### src/fle_pkg.sv
`timescale 1ns / 1ps
`default_nettype none
// ----------------------------------------------------------------------------
// fle_pkg: shared types and constants of the free-list entry table
// Field widths, operation and status codes, controller states and the
// structs that pass between the controller, the slot store and the top level.
// ----------------------------------------------------------------------------
package fle_pkg;

  localparam int OP_W     = 2;
  localparam int KEY_W    = 64;
  localparam int VALUE_W  = 32;
  localparam int SLOT_W   = 6;
  localparam int STATUS_W = 3;
  localparam int FOUND_W  = 6;
  localparam int FREE_W   = 7;

  // Stream payload widths, rounded up to whole bytes.
  localparam int IN_W  = 104;
  localparam int OUT_W = 16;

  // Link value that marks the sentinel slot at the end of the table.
  localparam logic [VALUE_W-1:0] LINK_END = '1;

  typedef enum logic [OP_W-1:0] {
    OP_ADD    = 2'd0,
    OP_DEL    = 2'd1,
    OP_SEARCH = 2'd2
  } op_t;

  typedef enum logic [STATUS_W-1:0] {
    ST_OK        = 3'd0,
    ST_FULL      = 3'd1,
    ST_BAD_INDEX = 3'd2,
    ST_EMPTY     = 3'd3,
    ST_NOT_FOUND = 3'd4
  } status_t;

  typedef enum logic [2:0] {
    S_IDLE,
    S_ADD,
    S_ADD_TAIL,
    S_MOD,
    S_DEL,
    S_SEARCH,
    S_DONE
  } state_t;

  typedef struct packed {
    logic rd_en;
    logic wr_en;
  } mem_cmd_t;

  typedef struct packed {
    status_t             status;
    logic [FOUND_W-1:0]  found;
    logic [FREE_W-1:0]   free_cnt;
  } res_t;

endpackage
`default_nettype wire

### src/fle_lmod.sv
`timescale 1ns / 1ps
`default_nettype none
// ----------------------------------------------------------------------------
// fle_lmod: reduction of a link value modulo the table depth
// Reciprocal multiplication in two register stages, then one conditional
// subtract of the divisor to correct the quotient estimate.
// ----------------------------------------------------------------------------
module fle_lmod #(
  parameter int DIVISOR = 64
) (
  input  wire logic                          clk,
  input  wire logic                          rst_n,
  input  wire logic                          start,
  input  wire logic [fle_pkg::VALUE_W-1:0]   dividend,
  output logic                               done,
  output logic      [$clog2(DIVISOR)-1:0]    rem
);

  localparam int IDX_W = $clog2(DIVISOR);
  localparam int REM_W = IDX_W + 1;
  localparam int DVD_W = fle_pkg::VALUE_W;
  localparam int PRD_W = 2 * DVD_W;
  // Reciprocal scaled by 2^32 and rounded down. The quotient taken from the
  // upper product half is then exact or one too small, so the first
  // remainder lies below twice the divisor.
  localparam logic [DVD_W-1:0] RECIP   = DVD_W'((64'd1 << DVD_W) / 64'(DIVISOR));
  localparam logic [DVD_W-1:0] DIV_DVD = DVD_W'(DIVISOR);
  localparam logic [REM_W-1:0] DIV_V   = REM_W'(DIVISOR);

  logic             st1_r;
  logic             st2_r;
  logic [DVD_W-1:0] dvd_r;
  logic [PRD_W-1:0] prod_r;
  logic [REM_W-1:0] diff_r;
  logic [DVD_W-1:0] quot;
  logic [DVD_W-1:0] diff;
  logic [REM_W-1:0] rem_fix;

  always_comb begin
    quot    = prod_r[PRD_W-1:DVD_W];
    diff    = dvd_r - DVD_W'(quot * DIV_DVD);
    rem_fix = (diff_r >= DIV_V) ? (diff_r - DIV_V) : diff_r;
  end

  always_ff @(posedge clk) begin
    if (!rst_n) begin
      st1_r <= 1'b0;
      st2_r <= 1'b0;
    end else begin
      st1_r <= start;
      st2_r <= st1_r;
    end
  end

  always_ff @(posedge clk) begin
    if (start) begin
      dvd_r  <= dividend;
      prod_r <= PRD_W'(dividend) * PRD_W'(RECIP);
    end
    if (st1_r) begin
      diff_r <= diff[REM_W-1:0];
    end
  end

  assign done = st2_r;
  assign rem  = rem_fix[IDX_W-1:0];

endmodule
`default_nettype wire

### config.mk
export PLATFORM = sky130hd
export DESIGN_NAME = fle_lmod
export DESIGN_NICKNAME = d
export VERILOG_FILES = /design/src/fle_pkg.sv /design/src/fle_lmod.sv
export SDC_FILE = /design/constraint.sdc
export NUM_CORES = 1
export LEC_CHECK = 0
export ABC_AREA = 1
export BUFFER_PORTS_ARGS = -buffer_cell sky130_fd_sc_hd__buf_2
export CAP_MARGIN = 20
export CORE_UTILIZATION = 32
export DETAILED_ROUTE_END_ITERATION = 12
export PLACE_DENSITY = 0.73
export SLEW_MARGIN = 20
export SYNTH_ARGS = -nofsm -noshare
export SYNTH_HDL_FRONTEND = slang
export SYNTH_SLANG_ARGS = --single-unit
### constraint.sdc
create_clock -name clk -period 0.8 [get_ports clk]
set_input_delay 0.2 -clock clk [delete_from_list [all_inputs] [get_ports clk]]
set_output_delay 0.2 -clock clk [all_outputs]
set_load 0.02 [all_outputs]
=== Word-level counts from Yosys, hierarchy flattened ===
Index checks and enable logic that the tools add are counted.

* Output and inout bits: 7
* Register bits: 16
* Word-level logic and storage cells: 8

* $lt $le $gt $ge: 1
* Mux-type cells: 1
* Add/subtract/negate cells: 2

{| class="wikitable"
|+ Operators with widths
! operator !! count
|-
| greater-or-equal comparator 7 bit (second input constant) || 1
|-
| subtractor 7 bit || 1
|-
| two-way mux 6 bit || 1
|-
| subtractor 6 x 1 -> 6 bit (second input constant) || 1
|}

=== Logic depth before layout (Yosys ltp) ===
* Word-level depth: 2
* Depth in mapped cells: 2

=== Least setup slack after synthesis ===
OpenSTA, ideal clock, no wires.

* Kind: register to register
* Start: register st1_r
* End: register diff_r[0], enable pin
* Setup slack: 64 ps
* Setup time: 322 ps
* Period minus slack after synthesis: 736 ps
* Buffers on the path: 0
* Data required time: 478 ps
* Arrival: 414 ps
* Cell stages (with the launch flop): 1
* Cell sequence: dfxtp_1

{| class="wikitable"
|+ RTL lines
! what !! RTL line !! text
|-
| start, declared || fle_lmod.sv:30 || <nowiki>logic st1_r;</nowiki>
|-
| start signal, assigned || fle_lmod.sv:50 || <nowiki>st1_r <= start;</nowiki>
|-
| end signal, assigned || fle_lmod.sv:61 || <nowiki>diff_r <= diff[REM_W-1:0];</nowiki>
|-
| end, declared || fle_lmod.sv:34 || <nowiki>logic [REM_W-1:0] diff_r;</nowiki>
|}

No word-level cell between the ends.

=== Worst setup path after layout ===
* Start: register diff_r[5]
* End: output port rem[5]

* Longest elaborated chain between the ends: 2
* Elaborated cells on any way between the ends: 3

{| class="wikitable"
|+ Ends and longest elaborated chain
! what !! RTL line !! text
|-
| subtractor 6 x 1 -> 6 bit / greater-or-equal comparator 7 bit (equally long branches) || fle_lmod.sv:42 || <nowiki>rem_fix = (diff_r >= DIV_V) ? (diff_r - DIV_V) : diff_r;</nowiki>
|-
| two-way mux 6 bit * || fle_lmod.sv:42 ||
|-
| end, declared || fle_lmod.sv:16 || <nowiki>output logic [$clog2(DIVISOR)-1:0] rem</nowiki>
|}

Mark *: on every way between the ends. The rest lies on a longest branch, timed or not.

==> reports/summary.txt <==
Status: finished, violations left
Failing checks: setup timing
FF-to-FF path depth: 0
Overflow after GRT: 0
Yosys top cell area share: 86.7%
Chip height: 38.0 um
Drt pass-1 iters: 2
DRT met1 WL: 153 um
Hold Path Class: in -> reg
Worst path cell trace: buf_6
Crit path max fanout: 1
Max transition margin: 90.4%
Cell variety after synth: 4
CP delay by family, top: flip-flops
Syn nets: 53
#FFs+latches synth: 14
H-tree depth: 1
Max Used Layer: met3
DR iter-0 viols: 1
Netlist Area Pre-Place: 415 um^2
YS warnings: 0
Die span in x: 38.0 um
IO Pins: 42
Final worst path period share: 124%
Routed met2 length: 209 um
CTS tree: done
Worst Setup End Kind: output pin
Postcts setup bufs: 0
Leak Pwr: 0.234 nW
Routability cong.: 0.667
Worst path max stage delay: 0.39 ns
Largest net degree at the start of global routing: 8
Antenna Diode Count: 0
Hold path depth: 1
Kind of critical path: reg -> out
Met3 wire len: 53 um
Final Setup Violations: 7
Critical path data required time: 0.60 ns
CP Buf/Inv Count: 1
Most frequent cells after synthesis: edfxtp_1 (12), dfxtp_1 (2), inv_1 (2), nand2_1 (2)
CP Data Arrival Time: 0.79 ns
Final core utilization: 48.3%
Via Count: 201
Drt total wl: 417 um
ANT nets after route: 0
DIE AREA: 0.00145 mm^2
Initial antenna violation count: 0
Top_reg_cell synth: edfxtp_1
Worst setup SP type: flop
F_max: 1010 MHz
Final hold violations: 0
Clk sinks: 14
First-pass GRT wire length: 558 um
Worst path depth: 1
Synth area leaders: edfxtp_1 (87%), dfxtp_1 (9.6%), inv_1 (1.8%)
Yosys top cell by area: edfxtp_1
Layout Area Growth over Synthesis: 34.3%
RSZ-0062 raised after global routing: true
WL/cell: 8.34 um
MaxCap Viol Count: 0
Power per cell area: 2370 mW/mm^2
Dominant cell by count in the synthesized netlist: edfxtp_1
Hold slack: 0.111 ns
Worst-Skew Late Latency: 0.26 ns
CORE AREA: 0.00116 mm^2
DP Wirelength: 332 um
Max rail drop VDD: 0.884 mV
Final Net Count: 73
Final worst slack: -0.190 ns
Buffers on Ports: 15
Worst-Margin Slew: 0.144 ns
Skew final: 0.000959 ns
Num rows: 12
Vias per cell: 4.02
Clock transition at path regs: 0.07 ns
Vias in the first global route: 152
Syn Inst Count: 18
Mapped Avg Cell Area: 23.1 um^2
Seq/Total Area, Yosys: 96.4%
Final Critical Period: 0.990 ns
Slowest CP cell: edfxtp_1
Post-synth EDFFs: 12
Initial Util: 35.9%
Pins Over Slew Limit: 0
GR Util All Layers: 6.42%
Longest Clk Path Bufs: 2
Clock root cell: clkbuf_4
Post-synth ARST share: 0%
Layout cell share with drive strength beyond 1: 55.6%
Post-detailed-route DRC marker count: 0
Cts bufs inserted: 3
==> area by class of cell <==
cell class / count / area [um^2]
inverters: 2 / 7.51
clock buffers: 3 / 22.5
fillers: 97 / 598
repair buffers: 15 / 100
well taps: 14 / 17.5
multi-input cells: 2 / 7.51
flip-flops and latches: 14 / 403
==> layer usage <==
layer | track usage, % | up-vias
li1 | - | 101
met1 | 6.27 | 86
met5 | 0 | -
met4 | 10.7 | 0
met2 | 8.47 | 14
met3 | 1.74 | 0
==> metrics by stage <==
step	setup TNS (ns)	worst slack (ns)	std cells	total power [mW]	cell area, um^2
after global placement	0	0.0427	47	0.961	508
after floorplan	0	0.0640	18	0.918	415
after CTS	-1.27	-0.208	50	1.32	538
final	-1.19	-0.190	50	1.32	558
after global routing	-1.39	-0.221	50	1.37	558
after detailed placement	0	0.0233	47	0.966	508
==> timing repair <==
item	4_1_cts	5_1_grt
setup endpoints to repair	7	13
resized for setup	3	7
hold buffers	0	0
==> placed cells by master, fill, tap and decap left out <==
| cell type | count |
|---|---|
| nand2_1 | 2 |
| inv_1 | 2 |
| clkbuf_4 | 3 |
| buf_2 | 11 |
| edfxtp_1 | 12 |
| buf_6 | 4 |
| dfxtp_2 | 2 |
==> report_power, final <==
| part | internal (mW) | switching [mW] |
|---|---|---|
| Sequential | 0.852 | 0.0190 |
| Combinational | 0.0454 | 0.0502 |
| Clock | 0.173 | 0.180 |
| Total | 1.07 | 0.249 |
==> worst paths after layout <==
path	start	slack, ns	end
setup / recovery	diff_r[5]	-0.19	rem[5]
hold reg to reg	prod_r[28]	0.42	diff_r[2]
hold / removal	dividend[4]	0.11	prod_r[30]
setup reg to reg	st1_r	0.11	diff_r[5]
==> registers in the layout, summed over array words and instances, names as in the netlist <==
register	count
diff_r	6
prod_r	6
st1_r	1
done	1
==> cells by family after synthesis <==
kind of cell	after synthesis	share of synthesized area (%)
buffers and inverters	2	1.81
AND/OR/NAND/NOR	2	1.81
flip-flops	14	96.4
Power figures use the tool's default switching activity.
