## src/fle_pkg.sv

```systemverilog
`timescale 1ns / 1ps
`default_nettype none
// ----------------------------------------------------------------------------
// fle_pkg: shared types and constants of the free-list entry table
// Field widths, operation and status codes, controller states and the
// structs that pass between the controller, the slot store and the top level.
// ----------------------------------------------------------------------------
package fle_pkg;

  localparam int OP_W     = 2;
  localparam int KEY_W    = 64;
  localparam int VALUE_W  = 32;
  localparam int SLOT_W   = 6;
  localparam int STATUS_W = 3;
  localparam int FOUND_W  = 6;
  localparam int FREE_W   = 7;

  // Stream payload widths, rounded up to whole bytes.
  localparam int IN_W  = 104;
  localparam int OUT_W = 16;

  // Link value that marks the sentinel slot at the end of the table.
  localparam logic [VALUE_W-1:0] LINK_END = '1;

  typedef enum logic [OP_W-1:0] {
    OP_ADD    = 2'd0,
    OP_DEL    = 2'd1,
    OP_SEARCH = 2'd2
  } op_t;

  typedef enum logic [STATUS_W-1:0] {
    ST_OK        = 3'd0,
    ST_FULL      = 3'd1,
    ST_BAD_INDEX = 3'd2,
    ST_EMPTY     = 3'd3,
    ST_NOT_FOUND = 3'd4
  } status_t;

  typedef enum logic [2:0] {
    S_IDLE,
    S_ADD,
    S_ADD_TAIL,
    S_MOD,
    S_DEL,
    S_SEARCH,
    S_DONE
  } state_t;

  typedef struct packed {
    logic rd_en;
    logic wr_en;
  } mem_cmd_t;

  typedef struct packed {
    status_t             status;
    logic [FOUND_W-1:0]  found;
    logic [FREE_W-1:0]   free_cnt;
  } res_t;

endpackage
`default_nettype wire

```

## src/fle_ctrl.sv

```systemverilog
`timescale 1ns / 1ps
`default_nettype none
// ----------------------------------------------------------------------------
// fle_ctrl: request sequencer of the free-list entry table
// Holds the free-list head, table length and free counter, and drives the
// read-modify-write accesses to the slot store for add and delete and the reads for search.
// ----------------------------------------------------------------------------
module fle_ctrl #(
  parameter int TABLE_DEPTH = 64,
  parameter int NAME_BYTES  = 8
) (
  input  wire logic                                clk,
  input  wire logic                                rst_n,
  input  wire logic                                in_valid,
  output logic                                     in_ready,
  input  wire logic [fle_pkg::OP_W-1:0]            in_op,
  input  wire logic [fle_pkg::KEY_W-1:0]           in_key,
  input  wire logic [fle_pkg::VALUE_W-1:0]         in_value,
  input  wire logic [fle_pkg::SLOT_W-1:0]          in_slot,
  output fle_pkg::mem_cmd_t                        mem_cmd,
  output logic      [$clog2(TABLE_DEPTH)-1:0]      rd_addr,
  output logic      [$clog2(TABLE_DEPTH)-1:0]      wr_addr,
  output logic      [8*NAME_BYTES-1:0]             wr_name,
  output logic      [fle_pkg::VALUE_W-1:0]         wr_link,
  input  wire logic [8*NAME_BYTES-1:0]             rd_name,
  input  wire logic [fle_pkg::VALUE_W-1:0]         rd_link,
  output logic                                     mod_start,
  input  wire logic                                mod_done,
  input  wire logic [$clog2(TABLE_DEPTH)-1:0]      mod_rem,
  output logic                                     res_valid,
  input  wire logic                                res_ready,
  output fle_pkg::res_t                            res
);

  localparam int IDX_W  = $clog2(TABLE_DEPTH);
  localparam int TL_W   = $clog2(TABLE_DEPTH + 1);
  localparam int NAME_W = 8 * NAME_BYTES;
  localparam int FW     = fle_pkg::FOUND_W;
  localparam int CW     = fle_pkg::FREE_W;
  localparam logic [IDX_W-1:0] HEAD_LAST = IDX_W'(TABLE_DEPTH - 1);

  // Keeps the bytes before the first zero byte, at most NAME_BYTES of them.
  function automatic logic [NAME_W-1:0] norm_name(input logic [fle_pkg::KEY_W-1:0] k);
    logic [NAME_W-1:0] r;
    logic              live;
    r    = '0;
    live = 1'b1;
    for (int b = 0; b < NAME_BYTES; b++) begin
      if (k[8*b +: 8] == 8'd0) live = 1'b0;
      if (live) r[8*b +: 8] = k[8*b +: 8];
    end
    return r;
  endfunction

  fle_pkg::state_t               state_r, state_nxt;
  logic [fle_pkg::OP_W-1:0]      op_r, op_nxt;
  logic [NAME_W-1:0]             key_r, key_nxt;
  logic [fle_pkg::VALUE_W-1:0]   val_r, val_nxt;
  logic [fle_pkg::SLOT_W-1:0]    slot_r, slot_nxt;
  logic [IDX_W-1:0]              head_r, head_nxt;
  logic [TL_W-1:0]               tl_r, tl_nxt;
  logic [CW-1:0]                 fc_r, fc_nxt;
  logic [TL_W-1:0]               scan_r, scan_nxt;
  logic [TL_W-1:0]               cmp_r, cmp_nxt;
  fle_pkg::status_t              res_status_r, res_status_nxt;
  logic [IDX_W-1:0]              res_found_r, res_found_nxt;

  logic             is_sent;
  logic             is_freed;
  logic             tbl_full;
  logic             del_bad;
  logic             scan_end;
  logic [IDX_W-1:0] slot_idx;

  always_comb begin
    is_sent  = (rd_name[7:0] == 8'd0) && (rd_link == fle_pkg::LINK_END);
    is_freed = (rd_name[7:0] == 8'd0) && (rd_link != fle_pkg::LINK_END);
    tbl_full = 32'(tl_r) >= 32'(TABLE_DEPTH);
    del_bad  = ((32'(slot_r) + 32'd1) >= 32'(tl_r)) || (32'(slot_r) >= 32'(TABLE_DEPTH));
    scan_end = (32'(cmp_r) + 32'd1) >= 32'(tl_r);
    slot_idx = IDX_W'(slot_r);
  end

  always_comb begin
    state_nxt      = state_r;
    op_nxt         = op_r;
    key_nxt        = key_r;
    val_nxt        = val_r;
    slot_nxt       = slot_r;
    head_nxt       = head_r;
    tl_nxt         = tl_r;
    fc_nxt         = fc_r;
    scan_nxt       = scan_r;
    cmp_nxt        = cmp_r;
    res_status_nxt = res_status_r;
    res_found_nxt  = res_found_r;
    in_ready       = 1'b0;
    mem_cmd        = '0;
    rd_addr        = head_r;
    wr_addr        = head_r;
    wr_name        = key_r;
    wr_link        = val_r;
    mod_start      = 1'b0;
    res_valid      = 1'b0;

    case (state_r)
      fle_pkg::S_IDLE: begin
        in_ready = 1'b1;
        if (in_valid) begin
          op_nxt         = in_op;
          key_nxt        = norm_name(in_key);
          val_nxt        = in_value;
          slot_nxt       = in_slot;
          res_status_nxt = fle_pkg::ST_OK;
          res_found_nxt  = '0;
          mem_cmd.rd_en  = 1'b1;
          case (in_op)
            fle_pkg::OP_ADD: begin
              rd_addr   = head_r;
              state_nxt = fle_pkg::S_ADD;
            end
            fle_pkg::OP_DEL: begin
              rd_addr   = IDX_W'(in_slot);
              state_nxt = fle_pkg::S_DEL;
            end
            fle_pkg::OP_SEARCH: begin
              rd_addr   = '0;
              cmp_nxt   = '0;
              scan_nxt  = TL_W'(1);
              state_nxt = fle_pkg::S_SEARCH;
            end
            default: begin
              mem_cmd.rd_en = 1'b0;
              state_nxt     = fle_pkg::S_DONE;
            end
          endcase
        end
      end

      fle_pkg::S_ADD: begin
        if (is_sent && tbl_full) begin
          res_status_nxt = fle_pkg::ST_FULL;
          state_nxt      = fle_pkg::S_DONE;
        end else if (is_sent) begin
          mem_cmd.wr_en = 1'b1;
          res_found_nxt = head_r;
          head_nxt      = (head_r == HEAD_LAST) ? '0 : head_r + 1'b1;
          tl_nxt        = tl_r + 1'b1;
          fc_nxt        = CW'(1);
          state_nxt     = fle_pkg::S_ADD_TAIL;
        end else begin
          // The old link goes to the reduction unit before the overwrite lands.
          mem_cmd.wr_en = 1'b1;
          res_found_nxt = head_r;
          fc_nxt        = fc_r - 1'b1;
          mod_start     = 1'b1;
          state_nxt     = fle_pkg::S_MOD;
        end
      end

      fle_pkg::S_ADD_TAIL: begin
        mem_cmd.wr_en = 1'b1;
        wr_addr       = IDX_W'(tl_r - 1'b1);
        wr_name       = '0;
        wr_link       = fle_pkg::LINK_END;
        state_nxt     = fle_pkg::S_DONE;
      end

      fle_pkg::S_MOD: begin
        if (mod_done) begin
          head_nxt  = mod_rem;
          state_nxt = fle_pkg::S_DONE;
        end
      end

      fle_pkg::S_DEL: begin
        if (del_bad) begin
          res_status_nxt = fle_pkg::ST_BAD_INDEX;
        end else if (is_freed) begin
          res_status_nxt = fle_pkg::ST_EMPTY;
        end else begin
          mem_cmd.wr_en = 1'b1;
          wr_addr       = slot_idx;
          wr_name       = '0;
          wr_link       = fle_pkg::VALUE_W'(head_r);
          head_nxt      = slot_idx;
          fc_nxt        = fc_r + 1'b1;
        end
        state_nxt = fle_pkg::S_DONE;
      end

      fle_pkg::S_SEARCH: begin
        if (rd_name == key_r) begin
          res_found_nxt = IDX_W'(cmp_r);
          state_nxt     = fle_pkg::S_DONE;
        end else if (scan_end) begin
          res_status_nxt = fle_pkg::ST_NOT_FOUND;
          state_nxt      = fle_pkg::S_DONE;
        end else begin
          mem_cmd.rd_en = 1'b1;
          rd_addr       = IDX_W'(scan_r);
          cmp_nxt       = scan_r;
          scan_nxt      = scan_r + 1'b1;
        end
      end

      fle_pkg::S_DONE: begin
        res_valid = 1'b1;
        if (res_ready) begin
          state_nxt = fle_pkg::S_IDLE;
        end
      end

      default: begin
        state_nxt = fle_pkg::S_IDLE;
      end
    endcase
  end

  always_ff @(posedge clk) begin
    if (!rst_n) begin
      state_r <= fle_pkg::S_IDLE;
      head_r  <= '0;
      tl_r    <= TL_W'(1);
      fc_r    <= CW'(1);
    end else begin
      state_r <= state_nxt;
      head_r  <= head_nxt;
      tl_r    <= tl_nxt;
      fc_r    <= fc_nxt;
    end
  end

  always_ff @(posedge clk) begin
    op_r         <= op_nxt;
    key_r        <= key_nxt;
    val_r        <= val_nxt;
    slot_r       <= slot_nxt;
    scan_r       <= scan_nxt;
    cmp_r        <= cmp_nxt;
    res_status_r <= res_status_nxt;
    res_found_r  <= res_found_nxt;
  end

  assign res.status   = res_status_r;
  assign res.found    = FW'(res_found_r);
  assign res.free_cnt = fc_r;

endmodule
`default_nettype wire

```

## config.mk

```make
export PLATFORM = sky130hd
export DESIGN_NAME = fle_ctrl
export DESIGN_NICKNAME = d
export VERILOG_FILES = /design/src/fle_pkg.sv /design/src/fle_ctrl.sv
export SDC_FILE = /design/constraint.sdc
export NUM_CORES = 1
export LEC_CHECK = 0
export ABC_AREA = 1
export BUFFER_PORTS_ARGS = -buffer_cell sky130_fd_sc_hd__buf_2
export CORE_MARGIN = 5
export CORE_UTILIZATION = 55
export DETAILED_ROUTE_END_ITERATION = 6
export PLACE_DENSITY = 0.87
export SYNTH_ARGS = -nofsm -noshare
export SYNTH_HDL_FRONTEND = slang
export SYNTH_SLANG_ARGS = --single-unit
```

## constraint.sdc

```tcl
create_clock -name clk -period 31.9 [get_ports clk]
set_clock_uncertainty 0.1 [all_clocks]
set_input_delay 9.57 -clock clk [delete_from_list [all_inputs] [get_ports clk]]
set_output_delay 9.57 -clock clk [all_outputs]
set_load 0.02 [all_outputs]
```

After elaboration in Yosys (flattened, before gate mapping)
Index checks and enable logic that the tools add are counted.
{ "totals": {"n_memories": 0, "ram_bits": 0, "latch_bits": 0, "mem_bits_ro": 0, "in_bits": 211, "ff_bits": 148} }
{ "classes": {"div": 0, "shift": 0, "mux": 92, "mul": 0, "n_eq_ne": 27, "n_reduce_logical": 29, "addsub": 8, "order_cmp": 3, "bitwise": 1} }
{ "op_table": {"columns": ["op", "n"], "rows": [
  ["two-way mux 64 bit", 2],
  ["case mux 64 bit (2 select lines)", 1],
  ["two-way mux 7 bit", 12],
  ["logical NOT 8 bit", 9],
  ["two-way mux 6 bit", 12],
  ["== test 64 bit", 1],
  ["two-way mux 32 bit", 2],
  ["case mux 32 bit (2 select lines)", 1],
  ["case mux 7 bit (2 select lines)", 3],
  ["two-way mux 1 bit", 37],
  ["two-way mux 3 bit", 12],
  ["case mux 6 bit (2 select lines)", 3],
  ["case mux 6 bit (3 select lines)", 2],
  ["== test 32 bit, second input constant", 1],
  ["inequality test 32 bit, second input constant", 1],
  ["inequality test 2 bit, second input constant", 12],
  ["adder 7 x 1 -> 7 bit, second input constant", 3],
  ["case mux 3 bit (6 select lines)", 1],
  ["AND reduction 4 bit", 4],
  ["case mux 3 bit (4 select lines)", 1],
  ["== test 3 bit, second input constant", 3],
  ["case mux 3 bit (3 select lines)", 1],
  ["adder 7 x 1 -> 8 bit, second input constant", 1],
  ["greater-or-equal comparator 8 x 7 -> 1 bit", 1],
  ["28 further kinds", 34]
]} }

Logic depth before layout (Yosys ltp)
Gate-level depths: netlist of the first run.
{ "logic_depth": {"ltp_word": 25, "depth_mapped": 17, "depth_no_buf": 17} }

Worst setup path before layout of the first run
Ideal clock, no wire load.
{ "synth_timing": {"kind": "input -> output", "from": "input in_valid", "to": "output rd_addr[0]", "required_time_ps": 22230, "cell_stages": 6, "slack_ps": 6706, "arrival_time_ps": 15524, "path_cell_list": "nand3_1 nor2_1 nand3_1 o22ai_1 inv_1 nand2_1"} }
{ "synth_via": {"elab_chain_cells": 2} }
{ "synth_rtl": {"columns": ["item", "line_no", "text"], "rows": [
  ["start, declared", "fle_ctrl.sv:14", "input wire logic in_valid,"],
  ["two-way mux 6 bit", "fle_ctrl.sv:109", "if (in_valid) begin"],
  ["case mux 6 bit (2 select lines)", "fle_ctrl.sv:106", "case (state_r)"],
  ["end, declared", "fle_ctrl.sv:21", "output logic [$clog2(TABLE_DEPTH)-1:0] rd_addr,"]
]} }
No other way between the ends.

Worst setup path after layout of the first run
{ "layout_timing": {"from": "input rd_link[1] (netlist name)", "to": "output wr_link[5] (netlist name)"} }
{ "layout_via": {"elab_chain_cells": 5} }
{ "layout_rtl": {"columns": ["item", "line_no", "text"], "rows": [
  ["start, declared", "fle_ctrl.sv:26", "input wire logic [fle_pkg::VALUE_W-1:0] rd_link,"],
  ["inequality test 32 bit", "fle_ctrl.sv:77", "is_freed = (rd_name[7:0] == 8'd0) && (rd_link != fle_pkg::LINK_END);"],
  ["logical AND 1 bit", "fle_ctrl.sv:77", null],
  ["two-way mux 32 bit", "fle_ctrl.sv:179", "end else if (is_freed) begin"],
  ["two-way mux 32 bit", "fle_ctrl.sv:177", "if (del_bad) begin"],
  ["case mux 32 bit (2 select lines)", "fle_ctrl.sv:106", null],
  ["end, declared", "fle_ctrl.sv:24", "output logic [fle_pkg::VALUE_W-1:0] wr_link,"]
]} }
No other way between the ends.

==> results of run 1 <==
-- sequential cells by signal, summed over array words and instances (netlist names) --
register      cells
res_status_r      3
val_r            32
tl_r              7
scan_r            7
head_r            6
key_r            64
cmp_r             7
res_found_r       6
slot_idx          6
state_r           3
fc_r              7
-- synthesized netlist by cell type, types with 9 or more instances --
cell	n	area [um2]
a21oi_1	31	155
clkbuf_1	16	60.1
dfxtp_1	23	460
edfxtp_1	125	3750
ha_1	27	338
inv_1	260	976
inv_2	12	45.0
nand2_1	350	1310
nand3_1	34	170
nand4_1	32	200
nor2_1	235	882
nor3_1	14	70.1
nor4_1	19	119
o21ai_0	34	170
o22ai_1	9	56.3
xor2_1	29	254
-- critical path: cells and delay by family --
family / cells / cell delay [ns]
AND/OR/NAND/NOR: 9 / 1.44
AO/OA/AOI/OAI: 1 / 0.09
buffers and inverters: 4 / 1.14
-- routing by layer --
metal	track usage, %	routed length [um]
met1	34.2	11300
met2	51.4	15000
met3	6.91	2750
met4	11.8	987
met5	0	13
-- path summary, 6_finish.rpt --
kind,end,from,cells after the start
worst min register to register,tl_r[6],tl_r[5],2
worst max register to register,res_status_r[2],slot_idx[0],11
worst max-delay path,wr_link[5],rd_link[1],14
worst min-delay path,tl_r[6],tl_r[5],2
-- metrics by stage --
stage / power, mW / utilization (%) / setup slack, ns / hold WS, ns
6_report: 0.995 / 70.4 / 9.95 / 0.434
5_1_grt: 1.06 / 70.4 / 9.59 / 0.445
4_1_cts: 0.996 / 70.3 / 9.92 / 0.429
3_5_place_dp: 0.771 / 66.5 / 9.93 / 0.420
3_3_place_gp: 0.762 / 66.5 / 9.97 / 0.410
2_1_floorplan: 0.621 / - / 6.71 / 0.385
-- cell type report --
cell class,count,area [um2],area share [%]
clock buffers,18,429,3.55
clock inverters,14,226,1.87
repair buffers,343,1730,14.3
flip-flops and latches,148,4210,34.9
well taps,225,282,2.33
inverters,273,1030,8.50
multi-input cells,863,4170,34.5
diodes,6,15.0,0.124
-- placed cells by master (no fill, tap or decap), types with 6 or more instances in the layout --
cell and count:
nand2_1 349, buf_2 339, inv_1 260, nor2_1 234
edfxtp_1 125, nand3_1 34, o21ai_0 34, nand4_1 32
a21oi_1 31, xor2_1 29, ha_1 27, dfxtp_1 23
nor4_1 19, clkbuf_16 17, nor3_1 14, inv_2 12
o22ai_1 9, diode_2 6, nand3b_1 6
-- power by group through the flow --
stage / registers [mW] / logic (mW) / clock network (mW)
2_1_floorplan: 0.311 / 0.310 / 0
3_3_place_gp: 0.303 / 0.459 / 0
3_5_place_dp: 0.305 / 0.466 / 0
4_1_cts: 0.302 / 0.469 / 0.226
5_1_grt: 0.307 / 0.512 / 0.236
6_report: 0.302 / 0.469 / 0.223
-- cell families after synthesis --
group | after synthesis
adder cells (fa/ha/maj) | 27
flip-flops | 148
AO/OA/AOI/OAI | 94
AND/OR/NAND/NOR | 711
buffers and inverters | 305
XOR/XNOR | 31
==> summary.txt, run 1 <==
Synthesis
  – Syn Nets: between 1,500 and 2,000
  – Largest family of logic cells by synthesized area: simple AND/OR/NAND/NOR gates
  – Post-synth ARST share: 0%
  – Synth Area in Simple Gates: a little under a third
  – Predominant post-synthesis flop cell: edfxtp_1
  – Ys Warns: 0
  – Adder-cell share of the synthesized area: ~3.5%
  – Synth Area in Compound Gates: under 10%
  – Post-synthesis sequential area ratio: between 40% and 50%
  – Post-Synthesis Cells: between 1,000 and 1,500
  – Number of synthesized flops with an enable pin: 125
  – Yosys cell types: 45
  – Synth Area in XOR/XNOR: between 2 and 3%
  – Multiplexer area fraction after synthesis: 0%
  – Synthesized cell area: about 9600 um2
  – Seq cells post-synth: ~150
  – Mapped Avg Cell Area: ~7.3 um2

Timing
  – Minimum clock period: about 22 ns
  – Fin. max-slew vios: 0
  – Setup TNS: 0 ns
  – Final setup violation count: 0
  – RSZ-0062 raised after global routing: false
  – Max frequency: between 0.04 and 0.05 GHz
  – Actual slew at the worst max-slew pin: ~1.1 ns
  – Final hold violations: 0
  – Final period utilization: around 70%
  – Slew HR: around 24%

Cells and area
  – Layout area overhead: 26.3%
  – Final nets: roughly 1,900
  – Layout Cells excl Fill: ~1,900
  – Fill count: around 1,400
  – Post-route cell area: roughly 12,000 um2
  – Share of layout cells above drive strength 1: between 20% and 30%

Clocking
  – Post-CTS Resized: 0
  – CTS tree: yes
  – CTS buffer count: 17
  – CTS root buf: clkbuf_16
  – Clock tree buffer depth: 2
  – Clk_lat worst skew: approximately 0.43 ns
  – H-tree depth: 4
  – Setup bufs post-CTS: 0
  – Clock transition at path regs: 0.06 ns
  – TritonCTS Sinks: approximately 150
  – Post-CTS Hold Buffers: 0

Floorplanning
  – Initial core utilization: 55.7%
  – Die footprint: about 20,000 um2
  – IO Pins: 340
  – Die Wd: 142 um
  – Rows: 48
  – Core area: around 17,000 um2
  – Die Y: 142 um

Setup path
  – Worst-path cell chain: buf_2 -> nand2_1 -> nor2_1 -> nand2_1 -> nor3_2 -> nand2_1 -> nand2_2 -> nand3_4 -> nand2_2 -> buf_4 -> inv_1 -> nand2_1 -> o211ai_1 -> buf_2
  – Register-to-register setup slack: 28.55 ns
  – Max FO, Critical Path: 65
  – WP data arrival: between 10 and 15 ns
  – Critical Path End Type: output pin
  – Crit-path most repeated cell: nand2_1
  – Slowest-stage cell, CP: buf_4
  – CP Class: input pin to output pin
  – Critical path required time: ~22 ns
  – Crit start category: input pin
  – CP peak stage delay: about 0.55 ns

Min path
  – Tightest Hold Check Type: register to register

Place
  – DP Cell Count: ~1,900
  – Buffers on Ports: 339
  – RePlAce Congestion: 0.994
  – DP Area: between 10,000 and 15,000 um2
  – Post-DP HPWL: 23,700 um

Power
  – P_int: approximately 0.55 mW
  – Sw Ratio: 44.5%
  – Sw power: between 0.4 and 0.5 mW
  – Comb power frac: ~47%
  – Leak Pwr: about 6.5 nW
  – Power per Cell Area: between 80 and 90 nW/um2
  – VDD IR max: slightly below 60 uV
  – Clock share of power: between 20 and 25%
  – Share of power burned in registers: 30.4%

Global route
  – Grt ovf: 0
  – Vias in the first global route: between 9,000 and 10,000
  – Gr usage total: between 20% and 30%
  – Initial antenna violation count: 7
  – Largest net degree at the start of global routing: 71
  – First-pass GRT wire length: ~46,000 um

Run
  – Max Cap Viol: 0

Route
  – Final wirelength: between 30,000 and 40,000 um
  – Via count: ~10,000
  – DRT iter0 DRCs: between 700 and 800
  – DRT antenna net count: 0
  – DRC viols: 0
  – Vias per inst: around 5.1
  – DR pass1 iterations: 5
  – Avg WL per Cell: 15.9 um

Status
  – Run status: finished, final reports clean
No activity file was read; power rests on OpenSTA's default activity.
==> inputs of run 2 (changes only) <==
CORE_UTILIZATION = 46   (was 55)
PLACE_DENSITY = 0.78   (was 0.87)
clock period = 19.52 ns   (was 31.9 ns; I/O delays follow)
==> run 2 against run 1 <==
  * Cell area down 0.17%
  * Largest cell class unchanged
  * Routed wire length is 2.1% lower
  * Sequential share of layout area grew 0.058 points
  * Clock power is 48% higher
  * Die area up 18%
  * Highest routed layer unchanged
  * Critical endpoint is now wr_name[16]
==> summary.txt, run 2 (synthesis gave the netlist of run 1 again) <==
Power
  – Power per Cell Area: 131 nW/um2 (+59%)
  – VDD IR max: 73.9 uV (+28%)
  – P_int: 0.855 mW (+55%)
  – Sw power: 0.727 mW (+64%)
  – Sw Ratio: 46.0% (+1.5 points)
  – Comb power frac: 48.2% (+1.0 points)
  – Share of power burned in registers: 31.0% (+0.6 points)
  – Leak Pwr: 6.43 nW (-0.42%)
  – Total power: 1.58 mW (+59%)
  – Clock share of power: 20.8% (-1.7 points)

Global route
  – Initial antenna violation count: 4 (-3)
  – Largest net degree at the start of global routing: 72 (+1.4%)
  – Grt ovf: 0 (unchanged)
  – First-pass GRT wire length: 46,400 um (+0.77%)
  – Vias in the first global route: 9,267 (unchanged)
  – Gr usage total: 24.2% (-4.9 points)

Clocking
  – Clk_lat worst skew: 0.43 ns (about the same)
  – Post-CTS Resized: 0 (unchanged)
  – TritonCTS Sinks: 148 (unchanged)
  – CTS root buf: clkbuf_16
  – H-tree depth: 4 (unchanged)
  – Clock transition at path regs: 0.07 ns (about the same)
  – Post-CTS Hold Buffers: 0 (unchanged)
  – Clock tree buffer depth: 2 (unchanged)
  – Setup bufs post-CTS: 0 (unchanged)
  – CTS buffer count: 17 (unchanged)
  – CTS tree: yes

Cells and area
  – Share of layout cells above drive strength 1: 24.9% (+0.060 points)
  – Fill count: 1,831 (+31%)
  – Post-route cell area: 12,100 um2 (-0.17%)
  – Layout area overhead: 26.1%
  – Commonest non-fill, non-tap cell in the layout: nand2_1
  – Max FFs per register: 64 (unchanged)
  – Most frequent cells in the layout: nand2_1 (349), buf_2 (339), inv_1 (260)
  – Biggest register: key_r
  – Largest registers: key_r (64), val_r (32)
  – Layout Cells excl Fill: 1,932 (+2.2%)
  – Final nets: 1,884 (unchanged)

Min path
  – Hold Crit Start: tl_r[5]
  – Tightest Hold Check Type: register to register
  – WHS Path Cells: 2 (unchanged)
  – Hold endpoint: tl_r[6]

Setup path
  – Critical path required time: 13.56 ns (-8.67 ns)
  – WP data arrival: 8.36 ns (-3.92 ns)
  – Max FO, Critical Path: 53 (-18%)
  – Critical Path End Type: output pin
  – Worst-path cell chain: buf_2 -> nand2_1 -> nor2_1 -> nand4_1 -> nor3_2 -> nand2_1 -> nand2_2 -> nand3_4 -> nand2_2 -> buf_4 -> nor2_1 -> buf_2
  – Critical R2R Capture: res_status_r[0]
  – Worst r2r src: slot_idx[0]
  – CP peak stage delay: 0.50 ns (-0.05 ns)
  – Crit start category: input pin
  – Register-to-register setup slack: 16.17 ns (-12.38 ns)
  – Slowest-stage cell, CP: buf_4
  – CP Class: input pin to output pin
  – FF-to-FF path depth: 11 (unchanged)

Timing
  – Slew HR: 28.5% (+4.3 points)
  – Minimum clock period: approximately 14 ns
  – Final period utilization: between 70% and 80%
  – Fin. max-slew vios: 0 (unchanged)
  – Hold slack: 0.436 ns (+0.00154 ns)
  – Actual slew at the worst max-slew pin: 1.07 ns (-0.0651 ns)
  – Final hold violations: 0 (unchanged)
  – Final setup violation count: 0 (unchanged)
  – RSZ-0062 raised after global routing: false
  – Max frequency: 0.0698 GHz
  – Setup TNS: 0 ns (unchanged)

Floorplanning
  – Rows: 52 (+8.3%)
  – Die Wd: 154 um (+8.7%)
  – IO Pins: 340 (unchanged)
  – Die footprint: 23,800 um2 (+18%)
  – Initial core utilization: 47.0% (-8.7 points)
  – Die Y: 154 um (+8.7%)
  – Core area: 20,400 um2 (+19%)

Route
  – Vias per inst: 4.96 (-3.5%)
  – DR pass1 iterations: 6 (+1)
  – Via count: 9,588 (-1.4%)
  – DRT iter0 DRCs: 859 (+13%)
  – DRT antenna net count: 0 (unchanged)
  – Final wirelength: 29,400 um (-2.1%)
  – DRC viols: 0 (unchanged)
  – Avg WL per Cell: 15.2 um (-4.3%)

Place
  – DP Cell Count: 1,897 (+2.4%)
  – Post-DP HPWL: 23,600 um (-0.48%)
  – DP Area: 11,500 um2 (+0.49%)
  – RePlAce Congestion: 0.928 (-6.6%)
  – Buffers on Ports: 339 (unchanged)

Run
  – Max Cap Viol: 0 (unchanged)

Status
  – Run status: finished, final reports clean
[run 2: changes by cell type in the layout (fill, tap and decap cells not counted)]
cell       previous run  this run
clkinv_4              5         1
clkinv_8              0         1
inv_6                 2         6
bufinv_16             5         1
diode_2               6         3
inv_8                 0         3
clkinv_2              0         1
clkbuf_1              1         0
[run 2: how the worst max path moves through the flow]
| stage | from | to | depth (start not counted) |
|---|---|---|---|
| 6_report | rd_link[20] | wr_name[16] | 12 |
| 3_3_place_gp | rd_link[20] | wr_name[57] | 12 |
| 3_5_place_dp | rd_link[20] | wr_name[16] | 12 |
| 2_1_floorplan | in_valid | rd_addr[0] | 6 |
| 5_1_grt | rd_link[21] | wr_name[62] | 12 |
| 4_1_cts | rd_link[20] | wr_name[16] | 12 |
[run 2: final cells by class]
type | instances | area (um2) | area share, %
Sequential cell | 148 | 4210 | 34.9
Clock buffer | 17 | 425 | 3.52
Timing Repair Buffer | 343 | 1730 | 14.3
Tap cell | 270 | 338 | 2.80
Clock inverter | 15 | 161 | 1.34
Multi-Input combinational cell | 863 | 4170 | 34.5
Antenna cell | 3 | 7.51 | 0.0622
Inverter | 273 | 1030 | 8.51
[run 2: through the flow]
stage	setup WS, ns	utilization [%]
after floorplan	1.75	-
after global placement	5.36	56.4
after detailed placement	5.23	56.4
after CTS	5.23	59.2
after global routing	4.88	59.3
final	5.20	59.3
[run 2: power groups by stage]
stage               sequential (mW)  clock (mW)  combinational, mW
floorplan                     0.509           0              0.507
global placement              0.493           0              0.745
detailed placement            0.497           0              0.758
CTS                           0.490       0.333              0.762
global route                  0.500       0.348              0.839
finish                        0.491       0.329              0.763
[run 2: layer usage]
metal	vias to the layer above	share of wire [%]	track usage, %	wire length, um
met4	2	2.3	7.95	677
met3	64	8.7	5.95	2550
met2	437	49	41.8	14400
met5	-	0.044	0	13
met1	4298	40	29.8	11800
li1	4787	-	-	-
[run 2: critical path: cells and delay by family]
kind | cells | cell delay, ns
and+or+nand+nor | 9 | 1.66
buffers and inverters | 3 | 0.78
==> inputs of run 3 (changes only) <==
clock period = 13 ns   (was 19.52 ns; I/O delays follow)
==> run 3 against run 2 <==
  * Cell count is essentially flat
  * Global-route usage increased by 0.16 points
  * Cell area is 0.23% higher
  * Register-to-register slack got worse by 6.4 ns
  * Total power rose by 53%
  * Sequential share of layout area down 0.080 points
  * Setup slack worse by 3.3 ns
==> summary.txt, run 3 (synthesis gave the netlist of run 1 again) <==
Cells and area
  – Most frequent cells in the layout: nand2_1 (349), buf_2 (339), inv_1 (260)
  – Biggest register: key_r
  – Commonest non-fill, non-tap cell in the layout: nand2_1
  – Layout area overhead: 26.4%
  – Largest registers: key_r (64), val_r (32)
  – Share of layout cells above drive strength 1: 24.6% (-0.30 points)
  – Final nets: 1,884 (unchanged)
  – Max FFs per register: 64 (unchanged)
  – Layout Cells excl Fill: 1,933 (+0.052%)

Run
  – Max Cap Viol: 0 (unchanged)

Route
  – DRC viols: 0 (unchanged)
  – Met1 wire length: 12,000 um (+1.8%)
  – Metal3 WL: 2440 um (-4.4%)
  – DR pass1 iterations: 5 (-1)
  – DRT iter0 DRCs: 772 (-10%)
  – DRT antenna net count: 0 (unchanged)
  – Via count: 9,578 (-0.10%)
  – Avg WL per Cell: 15.4 um (+0.92%)
  – Met2 wire length: 14,700 um (+2.2%)
  – Vias per inst: 4.95 (-0.16%)
  – Top Metal Used: met4
  – Final wirelength: 29,700 um (+0.97%)

Floorplanning
  – Initial core utilization: 47.0% (unchanged)
  – Core area: 20,400 um2 (unchanged)
  – IO Pins: 340 (unchanged)
  – Rows: 52 (unchanged)
  – Die Wd: 154 um (unchanged)
  – Die Y: 154 um (unchanged)
  – Die footprint: 23,800 um2 (unchanged)

Timing
  – Actual slew at the worst max-slew pin: 1.29 ns (+0.213 ns)
  – Setup TNS: 0 ns (unchanged)
  – Slew HR: 14.3% (-14 points)
  – Minimum clock period: 11.06 ns
  – Final period utilization: between 80% and 90%
  – Fin. max-slew vios: 0 (unchanged)
  – Max frequency: approximately 0.090 GHz
  – Final setup violation count: 0 (unchanged)
  – Final hold violations: 0 (unchanged)
  – RSZ-0062 raised after global routing: false

Setup path
  – Critical path buffers and inverters: 3 (unchanged)
  – CP peak stage delay: 1.11 ns (+0.61 ns)
  – FF-to-FF path depth: 11 (unchanged)
  – WP data arrival: 7.06 ns (-1.30 ns)
  – Crit start category: input pin
  – Max FO, Critical Path: 65 (+23%)
  – Levels on crit path: 13 (+1)
  – Critical R2R Capture: res_status_r[1]
  – Crit-path most repeated cell: nand2_1
  – Register-to-register setup slack: 9.73 ns (-6.44 ns)
  – Top delay family on crit path: simple AND/OR/NAND/NOR gates
  – CP Capture Point: wr_link[5]
  – Critical Path End Type: output pin
  – Slowest-stage cell, CP: nand2_2
  – Worst r2r src: slot_idx[0]
  – CP Class: input pin to output pin
  – Critical path required time: 9.00 ns (-4.56 ns)
  – Worst-path cell chain: buf_2 -> nand2_1 -> nor2_1 -> nand4_1 -> nor3_2 -> nand2_1 -> nand2_2 -> nand3_4 -> nand2_2 -> inv_1 -> nand2_1 -> o211ai_1 -> buf_2
  – CP Launch Point: rd_link[21]

Place
  – RePlAce Congestion: 0.998 (+7.5%)
  – DP Cell Count: 1,897 (unchanged)
  – Buffers on Ports: 339 (unchanged)
  – Post-DP HPWL: 23,700 um (+0.27%)

Clocking
  – H-tree depth: 4 (unchanged)
  – Clock tree buffer depth: 2 (unchanged)
  – TritonCTS Sinks: 148 (unchanged)
  – Clk_lat worst skew: 0.42 ns (about the same)
  – Clock transition at path regs: 0.06 ns (about the same)
  – CTS tree: yes
  – Post-CTS Hold Buffers: 0 (unchanged)
  – CTS buffer count: 17 (unchanged)
  – CTS root buf: clkbuf_16
  – Setup bufs post-CTS: 0 (unchanged)
  – Post-CTS Resized: 0 (unchanged)

Global route
  – Grt ovf: 0 (unchanged)
  – First-pass GRT wire length: 46,400 um (+0.19%)
  – Largest net degree at the start of global routing: 68 (-5.6%)
  – Initial antenna violation count: 5 (+1)
  – Vias in the first global route: 9,329 (+0.67%)
  – Gr usage total: 24.4% (+0.16 points)

Status
  – Run status: finished, final reports clean

Min path
  – Tightest Hold Check Type: register to register

Power
  – Leak Pwr: 6.45 nW (+0.17%)
  – Power per Cell Area: 200 nW/um2 (+52%)
  – VDD IR max: 123 uV (+67%)
[run 3: cell types whose count changed in the layout (fill, tap and decap cells not counted), sizes merged]
cell / previous run / this run
clkbuf: 17 / 18
bufinv: 1 / 4
clkinvlp: 2 / 1
diode: 3 / 4
clkinv: 3 / 6
inv: 282 / 276
[run 3: through the flow]
step | hold slack (ns) | util, % | setup WS, ns | cell area, um2 | total power [mW]
final | 0.415 | 59.4 | 1.94 | 12100 | 2.41
after detailed placement | 0.410 | 56.4 | 1.84 | 11500 | 1.90
after global routing | 0.456 | 59.4 | 1.52 | 12100 | 2.57
after global placement | 0.394 | 56.4 | 1.94 | 11500 | 1.88
after CTS | 0.419 | 59.4 | 1.85 | 12100 | 2.42
after floorplan | 0.385 | - | 1.15 | 9570 | 1.52
[run 3: worst min-delay path by stage]
stage / startpoint / end / depth (start not counted)
6_report: tl_r[5] / tl_r[6] / 2
5_1_grt: tl_r[5] / tl_r[6] / 2
4_1_cts: tl_r[5] / tl_r[6] / 2
3_5_place_dp: tl_r[5] / tl_r[6] / 2
3_3_place_gp: tl_r[5] / tl_r[6] / 2
2_1_floorplan: tl_r[5] / tl_r[6] / 2
[run 3: per-layer routing]
metal,GRT usage (%),vias up
met5,0,-
met4,6.77,0
met3,6.12,44
met2,43.0,380
met1,29.7,4370
li1,-,4784
[run 3: area by class of cell]
class,count,area (um2)
clock buffer,18,429
inverter,273,1030
fill,1844,8270
timing repair buffer,343,1730
sequential,148,4210
antenna,4,10.0
clock inverter,14,183
tap,270,338
multi-input combinational,863,4170
[run 3: worst min-delay path: stages, from the launching register on]
cell     delay [ns]
dfxtp_1        0.33
nand4_1        0.09
a21oi_1        0.05
[run 3: where the power goes]
group          switching [mW]  internal (mW)  leakage [nW]
logic                   0.807          0.348          4.79
registers              0.0748          0.666          1.36
clock network           0.199          0.320         0.295
